## config.mk

```make
export PLATFORM = sky130hd
export DESIGN_NAME = well512_random_generator_top
export DESIGN_NICKNAME = d
export VERILOG_FILES = /design/src/rtl/core/well512_pkg.sv /design/src/rtl/core/well512_ram.sv /design/src/rtl/core/well512_dp.sv /design/src/rtl/core/well512_ctrl.sv /design/src/rtl/core/well512_random_generator_top.sv
export SDC_FILE = /design/constraint.sdc
export NUM_CORES = 2
export LEC_CHECK = 0
export ABC_AREA = 1
export ABC_CLOCK_PERIOD_IN_PS = 6700
export BUFFER_PORTS_ARGS = -buffer_cell sky130_fd_sc_hd__buf_2
export CAP_MARGIN = 30
export CORE_ASPECT_RATIO = 1.75
export CORE_UTILIZATION = 40
export CTS_BUF_LIST = sky130_fd_sc_hd__clkbuf_8
export CTS_CLUSTER_DIAMETER = 100
export DETAILED_ROUTE_END_ITERATION = 10
export SYNTH_ARGS = -nofsm -noshare
export SYNTH_HDL_FRONTEND = slang
export SYNTH_SLANG_ARGS = --single-unit
```

## constraint.sdc

```tcl
create_clock -name i_clk -period 6.7 [get_ports i_clk]
set_input_delay 0.67 -clock i_clk [delete_from_list [all_inputs] [get_ports i_clk]]
set_output_delay 0.67 -clock i_clk [all_outputs]
set_load 0.02 [all_outputs]
```

## src/rtl/core/well512_pkg.sv

```systemverilog
// Shared types, constants and command codes of the WELL512 generator.
`default_nettype none

package well512_pkg;

    localparam int WORD_W     = 32;
    localparam int POOL_DEPTH = 16;
    localparam int POOL_AW    = 4;
    localparam int CMD_W      = 2;
    localparam int CFG_IDX_W  = 2;
    localparam int FRAC_W     = 23;
    localparam int MULT_W     = 15;
    localparam int CNT_W      = 5;

    localparam logic [WORD_W-1:0]  TEMPER_MASK = 32'hDA44_2D24;
    localparam logic [MULT_W-1:0]  FRAC_MULT   = 15'd16807;

    localparam logic [POOL_AW-1:0] TAP_C       = 4'd13;
    localparam logic [POOL_AW-1:0] TAP_M       = 4'd9;
    localparam logic [POOL_AW-1:0] TAP_Q       = 4'd15;
    localparam logic [POOL_AW-1:0] SEED_LAST   = 4'd15;
    localparam logic [CNT_W-1:0]   DIV_LAST    = 5'd31;

    localparam logic [CMD_W-1:0] CMD_RESEED = 2'd0;
    localparam logic [CMD_W-1:0] CMD_RAW    = 2'd1;
    localparam logic [CMD_W-1:0] CMD_RANGE  = 2'd2;
    localparam logic [CMD_W-1:0] CMD_FRAC   = 2'd3;

    localparam logic [CFG_IDX_W-1:0] CFG_SEED_START = 2'd0;
    localparam logic [CFG_IDX_W-1:0] CFG_SEED_STEP  = 2'd1;

    typedef enum logic [3:0] {
        OP_IDLE,
        OP_RD_C,
        OP_RD_M,
        OP_RD_Q,
        OP_WR_Q,
        OP_SEED,
        OP_DIV,
        OP_MUL,
        OP_OUT_SEED,
        OP_OUT_RAW,
        OP_OUT_RANGE,
        OP_OUT_FRAC
    } t_dp_op;

    typedef struct packed {
        t_dp_op             op;
        logic               latch;
        logic [POOL_AW-1:0] seed_addr;
    } t_dp_cmd;

    typedef struct packed {
        logic span_zero;
    } t_dp_status;

endpackage

`default_nettype wire

```

## src/rtl/core/well512_ram.sv

```systemverilog
// Generic single-port-write, single-port-read RAM with registered read data.
`default_nettype none

module well512_ram #(
    parameter int WIDTH = 32,
    parameter int DEPTH = 16
) (
    input  wire logic                     i_clk,
    input  wire logic                     i_wr_en,
    input  wire logic [$clog2(DEPTH)-1:0] i_wr_addr,
    input  wire logic [WIDTH-1:0]         i_wr_data,
    input  wire logic [$clog2(DEPTH)-1:0] i_rd_addr,
    output logic      [WIDTH-1:0]         o_rd_data
);

    logic [WIDTH-1:0] r_mem [DEPTH];

    always_ff @(posedge i_clk) begin
        if (i_wr_en) begin
            r_mem[i_wr_addr] <= i_wr_data;
        end
        o_rd_data <= r_mem[i_rd_addr];
    end

endmodule

`default_nettype wire

```

## src/rtl/core/well512_dp.sv

```systemverilog
// Datapath: state pool, tempering, range remainder unit, fraction multiply, output register.
`default_nettype none

module well512_dp import well512_pkg::*; (
    input  wire logic                 i_clk,
    input  wire logic                 i_rst_n,
    input  wire logic                 i_cfg_valid,
    input  wire logic [CFG_IDX_W-1:0] i_cfg_index,
    input  wire logic [WORD_W-1:0]    i_cfg_data,
    input  wire logic [WORD_W-1:0]    i_low,
    input  wire logic [WORD_W-1:0]    i_high,
    input  wire t_dp_cmd              i_cmd,
    output t_dp_status                o_status,
    output logic      [WORD_W-1:0]    o_value,
    output logic                      o_fault
);

    logic [WORD_W-1:0]     r_seed_start;
    logic [WORD_W-1:0]     r_seed_step;
    logic [POOL_AW-1:0]    r_pos;
    logic [POOL_DEPTH-1:0] r_valid;
    logic                  r_rd_ok;
    logic [WORD_W-1:0]     r_low;
    logic [WORD_W-1:0]     r_span;
    logic [WORD_W-1:0]     r_s;
    logic [WORD_W-1:0]     r_a;
    logic [WORD_W-1:0]     r_b;
    logic [WORD_W-1:0]     r_c;
    logic [WORD_W-1:0]     r_d;
    logic [WORD_W-1:0]     r_draw;
    logic [WORD_W-1:0]     r_div_n;
    logic [WORD_W-1:0]     r_rem;
    logic [FRAC_W-1:0]     r_prod;
    logic [WORD_W-1:0]     r_value;
    logic                  r_fault;

    logic [POOL_AW-1:0]      w_rd_addr;
    logic                    w_wr_en;
    logic [POOL_AW-1:0]      w_wr_addr;
    logic [WORD_W-1:0]       w_wr_data;
    logic [WORD_W-1:0]       w_rd_raw;
    logic [WORD_W-1:0]       w_rd;
    logic [WORD_W-1:0]       w_c;
    logic [WORD_W-1:0]       w_new_a;
    logic [WORD_W-1:0]       w_out;
    logic [WORD_W:0]         w_trial;
    logic [WORD_W:0]         w_diff;
    logic [WORD_W+MULT_W-1:0] w_prod;

    assign w_rd    = r_rd_ok ? w_rd_raw : '0;
    assign w_c     = w_rd ^ (w_rd >> 11);
    assign w_new_a = r_b ^ w_c;
    assign w_out   = w_rd ^ r_b ^ r_d ^ (w_rd << 2) ^ (r_b << 18) ^ (r_c << 28);
    assign w_trial = {r_rem, r_div_n[WORD_W-1]};
    assign w_diff  = w_trial - {1'b0, r_span};
    assign w_prod  = r_draw * FRAC_MULT;

    always_comb begin
        case (i_cmd.op)
            OP_RD_C: w_rd_addr = r_pos + TAP_C;
            OP_RD_M: w_rd_addr = r_pos + TAP_M;
            OP_RD_Q: w_rd_addr = r_pos + TAP_Q;
            default: w_rd_addr = r_pos;
        endcase
    end

    always_comb begin
        w_wr_en   = 1'b0;
        w_wr_addr = r_pos;
        w_wr_data = w_new_a;
        case (i_cmd.op)
            OP_RD_Q: begin
                w_wr_en = 1'b1;
            end
            OP_WR_Q: begin
                w_wr_en   = 1'b1;
                w_wr_addr = r_pos + TAP_Q;
                w_wr_data = w_out;
            end
            OP_SEED: begin
                w_wr_en   = 1'b1;
                w_wr_addr = i_cmd.seed_addr;
                w_wr_data = r_s;
            end
            default: begin
                w_wr_en = 1'b0;
            end
        endcase
    end

    well512_ram #(
        .WIDTH (WORD_W),
        .DEPTH (POOL_DEPTH)
    ) u_pool (
        .i_clk     (i_clk),
        .i_wr_en   (w_wr_en),
        .i_wr_addr (w_wr_addr),
        .i_wr_data (w_wr_data),
        .i_rd_addr (w_rd_addr),
        .o_rd_data (w_rd_raw)
    );

    // Pool words never written since reset read as zero.
    always_ff @(posedge i_clk) begin
        if (!i_rst_n) begin
            r_seed_start <= '0;
            r_seed_step  <= '0;
            r_pos        <= '0;
            r_valid      <= '0;
            r_rd_ok      <= 1'b0;
        end else begin
            if (i_cfg_valid && i_cfg_index == CFG_SEED_START) begin
                r_seed_start <= i_cfg_data;
            end
            if (i_cfg_valid && i_cfg_index == CFG_SEED_STEP) begin
                r_seed_step <= i_cfg_data;
            end
            if (w_wr_en) begin
                r_valid[w_wr_addr] <= 1'b1;
            end
            r_rd_ok <= r_valid[w_rd_addr];
            if (i_cmd.op == OP_WR_Q) begin
                r_pos <= r_pos + TAP_Q;
            end else if (i_cmd.op == OP_SEED) begin
                r_pos <= '0;
            end
        end
    end

    always_ff @(posedge i_clk) begin
        if (i_cmd.latch) begin
            r_low  <= i_low;
            r_span <= i_high - i_low;
            r_s    <= r_seed_start;
        end
        case (i_cmd.op)
            OP_RD_C: begin
                r_a <= w_rd;
            end
            OP_RD_M: begin
                r_b <= r_a ^ w_rd ^ (r_a << 16) ^ (w_rd << 15);
            end
            OP_RD_Q: begin
                r_c <= w_c;
                r_d <= w_new_a ^ ((w_new_a << 5) & TEMPER_MASK);
            end
            OP_WR_Q: begin
                r_draw  <= w_out;
                r_div_n <= w_out;
                r_rem   <= '0;
            end
            OP_SEED: begin
                r_s <= (r_s << 1) + r_seed_step;
            end
            OP_DIV: begin
                r_div_n <= r_div_n << 1;
                // Trial subtract: the partial remainder stays below the span.
                if (!w_diff[WORD_W]) begin
                    r_rem <= w_diff[WORD_W-1:0];
                end else begin
                    r_rem <= w_trial[WORD_W-1:0];
                end
            end
            OP_MUL: begin
                r_prod <= w_prod[FRAC_W-1:0];
            end
            OP_OUT_SEED: begin
                r_value <= '0;
                r_fault <= 1'b0;
            end
            OP_OUT_RAW: begin
                r_value <= r_draw;
                r_fault <= 1'b0;
            end
            OP_OUT_RANGE: begin
                if (r_span == '0) begin
                    r_value <= r_low;
                    r_fault <= 1'b1;
                end else begin
                    r_value <= r_low + r_rem;
                    r_fault <= 1'b0;
                end
            end
            OP_OUT_FRAC: begin
                if (r_prod == '0) begin
                    r_value <= '0;
                    r_fault <= 1'b1;
                end else begin
                    r_value <= {{(WORD_W-FRAC_W){1'b0}}, r_prod - 1'b1};
                    r_fault <= 1'b0;
                end
            end
            default: begin
                r_value <= r_value;
            end
        endcase
    end

    assign o_status.span_zero = (r_span == '0);
    assign o_value            = r_value;
    assign o_fault            = r_fault;

    a_seed_fills_pool: assert property (@(posedge i_clk) disable iff (!i_rst_n)
        (i_cmd.op == OP_SEED && i_cmd.seed_addr == SEED_LAST) |=> (&r_valid))
        else $error("pool not fully valid after reseed");

    a_rem_below_span: assert property (@(posedge i_clk) disable iff (!i_rst_n)
        (i_cmd.op == OP_DIV && r_span != '0) |=> (r_rem < r_span))
        else $error("partial remainder reached the span");

    a_pos_steps_back: assert property (@(posedge i_clk) disable iff (!i_rst_n)
        (i_cmd.op == OP_WR_Q) |=> (r_pos == $past(r_pos) + TAP_Q))
        else $error("position did not step back by one");

endmodule

`default_nettype wire

```

## src/rtl/core/well512_ctrl.sv

```systemverilog
// Controller: sequences pool reads and writes, reseed, remainder steps and result hand-off.
`default_nettype none

module well512_ctrl import well512_pkg::*; (
    input  wire logic             i_clk,
    input  wire logic             i_rst_n,
    input  wire logic             i_in_valid,
    output logic                  o_in_ready,
    input  wire logic [CMD_W-1:0] i_cmd,
    output logic                  o_out_valid,
    input  wire logic             i_out_ready,
    input  wire t_dp_status       i_status,
    output t_dp_cmd               o_dp_cmd
);

    typedef enum logic [3:0] {
        S_IDLE,
        S_RD_C,
        S_RD_M,
        S_RD_Q,
        S_WR_Q,
        S_SEED,
        S_DIV,
        S_MUL,
        S_DONE
    } t_state;

    t_state           r_state;
    t_state           n_state;
    logic [CNT_W-1:0] r_cnt;
    logic [CNT_W-1:0] n_cnt;
    logic [CMD_W-1:0] r_cmd;
    logic [CMD_W-1:0] n_cmd;
    logic             r_out_valid;
    logic             n_out_valid;
    logic             w_accept;
    logic             w_load;

    assign w_accept = i_in_valid && (r_state == S_IDLE);
    assign w_load   = (r_state == S_DONE) && (!r_out_valid || i_out_ready);

    always_comb begin
        n_state            = r_state;
        n_cnt              = r_cnt + 1'b1;
        n_cmd              = r_cmd;
        o_dp_cmd.op        = OP_IDLE;
        o_dp_cmd.latch     = 1'b0;
        o_dp_cmd.seed_addr = r_cnt[POOL_AW-1:0];
        case (r_state)
            S_IDLE: begin
                o_dp_cmd.latch = w_accept;
                n_cnt          = '0;
                if (w_accept) begin
                    n_cmd   = i_cmd;
                    n_state = (i_cmd == CMD_RESEED) ? S_SEED : S_RD_C;
                end
            end
            S_RD_C: begin
                o_dp_cmd.op = OP_RD_C;
                n_state     = S_RD_M;
            end
            S_RD_M: begin
                o_dp_cmd.op = OP_RD_M;
                n_state     = S_RD_Q;
            end
            S_RD_Q: begin
                o_dp_cmd.op = OP_RD_Q;
                n_state     = S_WR_Q;
            end
            S_WR_Q: begin
                o_dp_cmd.op = OP_WR_Q;
                n_cnt       = '0;
                if (r_cmd == CMD_RANGE && !i_status.span_zero) begin
                    n_state = S_DIV;
                end else if (r_cmd == CMD_FRAC) begin
                    n_state = S_MUL;
                end else begin
                    n_state = S_DONE;
                end
            end
            S_SEED: begin
                o_dp_cmd.op = OP_SEED;
                if (r_cnt[POOL_AW-1:0] == SEED_LAST) begin
                    n_state = S_DONE;
                end
            end
            S_DIV: begin
                o_dp_cmd.op = OP_DIV;
                if (r_cnt == DIV_LAST) begin
                    n_state = S_DONE;
                end
            end
            S_MUL: begin
                o_dp_cmd.op = OP_MUL;
                n_state     = S_DONE;
            end
            S_DONE: begin
                if (w_load) begin
                    n_state = S_IDLE;
                    case (r_cmd)
                        CMD_RESEED: o_dp_cmd.op = OP_OUT_SEED;
                        CMD_RAW:    o_dp_cmd.op = OP_OUT_RAW;
                        CMD_RANGE:  o_dp_cmd.op = OP_OUT_RANGE;
                        CMD_FRAC:   o_dp_cmd.op = OP_OUT_FRAC;
                        default:    o_dp_cmd.op = OP_OUT_RAW;
                    endcase
                end
            end
            default: begin
                n_state = S_IDLE;
            end
        endcase
    end

    always_comb begin
        n_out_valid = r_out_valid;
        if (w_load) begin
            n_out_valid = 1'b1;
        end else if (r_out_valid && i_out_ready) begin
            n_out_valid = 1'b0;
        end
    end

    always_ff @(posedge i_clk) begin
        if (!i_rst_n) begin
            r_state     <= S_IDLE;
            r_cnt       <= '0;
            r_cmd       <= CMD_RESEED;
            r_out_valid <= 1'b0;
        end else begin
            r_state     <= n_state;
            r_cnt       <= n_cnt;
            r_cmd       <= n_cmd;
            r_out_valid <= n_out_valid;
        end
    end

    assign o_in_ready  = (r_state == S_IDLE);
    assign o_out_valid = r_out_valid;

    a_accept_leaves_idle: assert property (@(posedge i_clk) disable iff (!i_rst_n)
        w_accept |=> (r_state != S_IDLE))
        else $error("request accepted but controller stayed idle");

    a_result_from_done: assert property (@(posedge i_clk) disable iff (!i_rst_n)
        $rose(r_out_valid) |-> $past(r_state == S_DONE))
        else $error("result raised outside the hand-off state");

    a_done_waits: assert property (@(posedge i_clk) disable iff (!i_rst_n)
        (r_state == S_DONE && r_out_valid && !i_out_ready) |=> (r_state == S_DONE))
        else $error("pending result overwritten");

    a_seed_count: assert property (@(posedge i_clk) disable iff (!i_rst_n)
        (r_state == S_SEED) |-> !r_cnt[CNT_W-1])
        else $error("reseed counter past the pool depth");

endmodule

`default_nettype wire

```

## src/rtl/core/well512_random_generator_top.sv

```systemverilog
// Top level of the WELL512 random generator: controller, datapath and port wiring.
`default_nettype none

// WELL512 generator with a 16-word state pool held in a small RAM with one read and
// one write port. One request is worked on at a time and gives one result. A raw draw
// takes three dependent pool reads through the single read port and two writes;
// a fraction draw adds a multiply by 16807, a range draw with a non-zero span adds a
// restoring remainder unit retiring one bit per cycle, and a reseed writes one pool
// word per cycle. The block is ready again as soon as the result is registered,
// even if that result has not yet been taken. Configuration writes are always
// accepted; indexes beyond the seed step register are ignored.
module well512_random_generator_top import well512_pkg::*; (
    input  wire logic                 i_clk,
    input  wire logic                 i_rst_n,
    input  wire logic                 i_cfg_valid,
    output logic                      o_cfg_ready,
    input  wire logic [CFG_IDX_W-1:0] i_cfg_index,
    input  wire logic [WORD_W-1:0]    i_cfg_data,
    input  wire logic                 i_in_valid,
    output logic                      o_in_ready,
    input  wire logic [CMD_W-1:0]     i_cmd,
    input  wire logic [WORD_W-1:0]    i_low,
    input  wire logic [WORD_W-1:0]    i_high,
    output logic                      o_out_valid,
    input  wire logic                 i_out_ready,
    output logic      [WORD_W-1:0]    o_value,
    output logic                      o_fault
);

    t_dp_cmd    w_dp_cmd;
    t_dp_status w_status;

    assign o_cfg_ready = 1'b1;

    well512_ctrl u_ctrl (
        .i_clk       (i_clk),
        .i_rst_n     (i_rst_n),
        .i_in_valid  (i_in_valid),
        .o_in_ready  (o_in_ready),
        .i_cmd       (i_cmd),
        .o_out_valid (o_out_valid),
        .i_out_ready (i_out_ready),
        .i_status    (w_status),
        .o_dp_cmd    (w_dp_cmd)
    );

    well512_dp u_dp (
        .i_clk       (i_clk),
        .i_rst_n     (i_rst_n),
        .i_cfg_valid (i_cfg_valid),
        .i_cfg_index (i_cfg_index),
        .i_cfg_data  (i_cfg_data),
        .i_low       (i_low),
        .i_high      (i_high),
        .i_cmd       (w_dp_cmd),
        .o_status    (w_status),
        .o_value     (o_value),
        .o_fault     (o_fault)
    );

endmodule

`default_nettype wire
```

==> impl_metrics.csv <==
group,metric,value,unit
outcome,outcome,"complete, no violations",
global_route,grt_overflow_total,0,
synth,synth-main-ff-cell,"edfxtp_1",
min_path,min_to,"u_dp.r_seed_step[7]",
drt,drt_iter0_drc,2685,
worst_setup_path,path_delay_family,"adder cells",
final_layout,nFillCells,12720,
cts,cts_buffer_depth,3,
worst_setup_path,r2r_setup_slack,1330,ps
worst_setup_path,cp_num_buf_inv,6,
synth,synth_cells,5678,
cts,cts.clk_slew.worst_paths,70,ps
placement,dpl.hpwl,121300,µm
cts,cts_root_buf,"clkbuf_8",
power,power.internal,15.35,mW
final_layout,area_growth,11.09,%
worst_setup_path,critPathMostFrequentCell,"inv_1",
worst_setup_path,cp.required,7320,ps
sta,max_slew_margin,29.89,%
cts,clk_latency,880,ps
worst_setup_path,worstSetupStartpointType,"flop",
synth,synth_fp_nets,6077,
sta,skew,43.16,ps
placement,portBuffers,139,
drt,drt_wl_total,170700,µm
final_layout,final_layout_size_suffix_gt1_share,7.947,%
final_layout,postLayoutCoreUtil,44.86,%
worst_setup_path,arrival,5990,ps
cts,cts-htree-levels,4,
global_route,grt_pass1_wl,251200,µm
power,seq_power_share,33.3,%
synth,avgSynthCellArea,9.351,µm²
cts,cts_tree,"built",
worst_setup_path,cp_cell_sequence,"inv_1, fa_1, inv_1, ha_1, inv_1, fa_1, inv_1, ha_1, fa_1, inv_1, fa_1, inv_1, ha_1, a21oi_1, o21a_1, nand2_1, a21boi_0, o21ai_0, nand2_1, nand2_1, nand2_1, nand2_1",
cts,clock-sinks,989,
sta,fmax,0.1863,GHz
floorplanning,dieHeight,484.0,µm
synth,synth_area,0.05309,mm²
sta,grt_setup_unrepaired,"no",
drt,first_pass_iters,8,
synth,yosysWarnings,0,
final_layout,finalNetCount,6283,
worst_setup_path,rr_endpoint,"u_dp.r_prod[21]",
drt,routed.top_layer,"met4",
min_path,worstHoldStart,"i_cfg_data[7]",
worst_setup_path,worstSetupEndpointType,"flop",
sta,finalSetupViolations,0,
power,combPwrFrac,48.8,%
sta,finalHoldViolations,0,
power,ir_drop,0.5362,mV
power,powerDensity,467.7,mW/mm²
drt,drc,0,
worst_setup_path,cpPeakStageDelay,570,ps
sta,setup_tns,0,ps
worst_setup_path,worstReg2RegStart,"u_dp.r_draw[7]",
floorplanning,die_area,0.1343,mm²
synth,yosysSeqAreaShare,53.50,%
synth,synth_seq_cells,989,
flow_run,maxCapViolations,0,
sta,finalCritPeriodShare,80.13,%
floorplanning,die_x,277.4,µm
sta,maxSlewViolCount,0,
worst_setup_path,critPathMaxFanout,5,
drt,dr_wl_met2,89850,µm
min_path,hold_depth,3,
drt,dr_total_vias,40780,
power,p_switching,12.23,mW
cts,cts_setup_buffers,0,
global_route,antenna_found_initial,2,
power,leakage,24.76,nW
cts,cts_buffers,148,
drt,ant_nets,0,
global_route,grt_start_max_net_pins,157,
drt,via_per_inst,5.299,
floorplanning,initial_core_util,40.39,%
worst_setup_path,cp_slowest_cell,"edfxtp_1",
synth,synth.distinct_cells,56,
worst_setup_path,worstSetupPathType,"flop to flop",
sta,whs,71.85,ps
worst_setup_path,r2r_cells,22,
drt,wl_met3,7728,µm
drt,wl_per_cell,22.18,µm
placement,place_congestion,1.017,
min_path,holdCritPathClass,"input port to flop",
sta,worst_slew_pin_slew,1052,ps
sta,layout_min_cycle_time,5369,ps
power,swShare,44.34,%
power,clkPwrFrac,17.9,%
synth,synth_edf_count,860,
floorplanning,coreArea,0.1315,mm²
global_route,grt_pass1_vias,40780,
global_route,grt_use_total,25.24,%
drt,met1_length,60740,µm
floorplanning,rows,176,
floorplanning,io_pins,141,
synth,synthArstFlopShare,0,%
==> state kept, by name, summed over array words and instances (netlist names) <==
register               count
u_dp.u_pool.o_rd_data     32
u_dp.r_b                  32
u_dp.r_seed_step          32
u_dp.r_div_n              32
u_dp.r_d                  32
u_dp.r_low                32
u_dp.r_seed_start         32
u_dp.r_rem                32
u_ctrl.r_cmd               2
u_dp.r_c                   4
u_dp.o_fault               1
u_dp.r_span               32
u_dp.r_pos                 4
u_dp.r_draw               32
u_dp.r_a                  32
u_ctrl.r_state             4
u_dp.r_prod               23
u_ctrl.r_cnt               5
u_ctrl.o_out_valid         1
u_dp.r_rd_ok               1
u_dp.u_pool.r_mem        512
u_dp.r_valid              16
u_dp.r_s                  32
u_dp.o_value              32
==> worst max path at each step <==
stage / slack [ps] / cells after the start / to / from
2_1_floorplan: 1230 / 7 / u_dp.r_s[0] / u_ctrl.r_state[1]
3_3_place_gp: 1290 / 22 / u_dp.r_prod[19] / u_dp.r_draw[8]
3_5_place_dp: 1300 / 22 / u_dp.r_prod[19] / u_dp.r_draw[8]
4_1_cts: 1320 / 22 / u_dp.r_prod[19] / u_dp.r_draw[8]
5_1_grt: 920 / 22 / u_dp.r_prod[21] / u_dp.r_draw[8]
6_report: 1330 / 22 / u_dp.r_prod[21] / u_dp.r_draw[7]
==> worst register-to-register path: stages (launching register included) <==
cell and delay [ps]:
edfxtp_1 570, inv_1 210, fa_1 500, inv_1 100, ha_1 150, inv_1 50, fa_1 520, inv_1 40
ha_1 280, fa_1 500, inv_1 50, fa_1 480, inv_1 50, ha_1 330, a21oi_1 150, o21a_1 130
nand2_1 80, a21boi_0 380, o21ai_0 250, nand2_1 130, nand2_1 50, nand2_1 60, nand2_1 50
==> metal layers <==
layer  global-route usage, %  vias to the layer above
met5                       0                        -
met4                   17.05                        0
met3                   3.630                      441
met2                   46.65                     1263
met1                   26.19                    19680
li1                        -                    19400
==> layout by cell type (no fill, tap or decap), types with 44 or more instances in the layout <==
cell type	n
xor2_1	190
xnor2_1	106
clkbuf_8	163
edfxtp_1	860
dlygate4sd3_1	45
o211ai_1	83
o21ai_0	261
nand3_1	334
dfxtp_1	129
nor2_1	647
fa_1	72
nand2_1	1382
inv_1	602
buf_4	44
buf_2	140
o21ai_1	113
a21oi_1	261
ha_1	222
==> synthesized netlist by cell type (25+ instances only) <==
master	count	area share (%)
nand2_1	1383	9.8
edfxtp_1	860	49
nor2_1	659	4.7
inv_1	564	4.0
nand3_1	336	3.2
a21oi_1	261	2.5
o21ai_0	261	2.5
ha_1	222	5.2
xor2_1	190	3.1
dfxtp_1	129	4.9
o21ai_1	113	1.1
xnor2_1	106	1.7
o211ai_1	83	1.2
buf_2	76	0.72
fa_1	72	2.7
clkbuf_1	67	0.47
nand4_1	41	0.48
nor3_1	31	0.29
or2_0	30	0.35
or2_2	25	0.29
==> per-stage QoR <==
stage / setup WS (ps) / instance area, µm² / total power, mW / std cells
after global routing: 918.8 / 58970 / 29.60 / 7694
after detailed placement: 1302 / 55600 / 22.78 / 7378
after global placement: 1290 / 55560 / 22.66 / 7376
after CTS: 1317 / 58950 / 27.77 / 7691
final: 1331 / 58980 / 27.59 / 7697
after floorplan: 1234 / 53090 / 18.67 / 5678
==> final cells by class <==
type | instances | area [µm²] | area share [%]
Clock buffer | 163 | 2243 | 3.804
Multi-Input combinational cell | 3935 | 21770 | 36.92
Timing Repair Buffer | 236 | 1629 | 2.762
Sequential cell | 989 | 28410 | 48.16
Tap cell | 1691 | 2116 | 3.587
Clock inverter | 105 | 648.1 | 1.099
Inverter | 574 | 2155 | 3.653
Antenna cell | 4 | 10.01 | 0.01697
==> power by group through the flow <==
stage	Sequential, mW	Combinational (mW)	Clock, mW
floorplan	9.01	9.66	0
global placement	9.28	13.4	0
detailed placement	9.29	13.5	0
CTS	9.17	13.6	5.04
global route	9.21	15.1	5.30
finish	9.18	13.5	4.94
==> cells by family (layout without fill, tap and decap cells) <==
kind of cell | after synthesis | in the layout | synth area share, %
AOI/OAI and AO/OA | 785 | 785 | 8.116
adders and majority gates | 294 | 294 | 7.946
buffers and inverters | 754 | 1078 | 5.750
and+or+nand+nor | 2559 | 2559 | 19.79
other | 1 | 5 | 0.007063
DFF | 989 | 989 | 53.50
xor gates and xnor gates | 296 | 296 | 4.883
==> what timing repair did <==
action,CTS,global route
hold buffers,45,0
hold endpoints to repair,49,0
resized for setup,0,0
No activity file was read; power rests on OpenSTA's default activity.
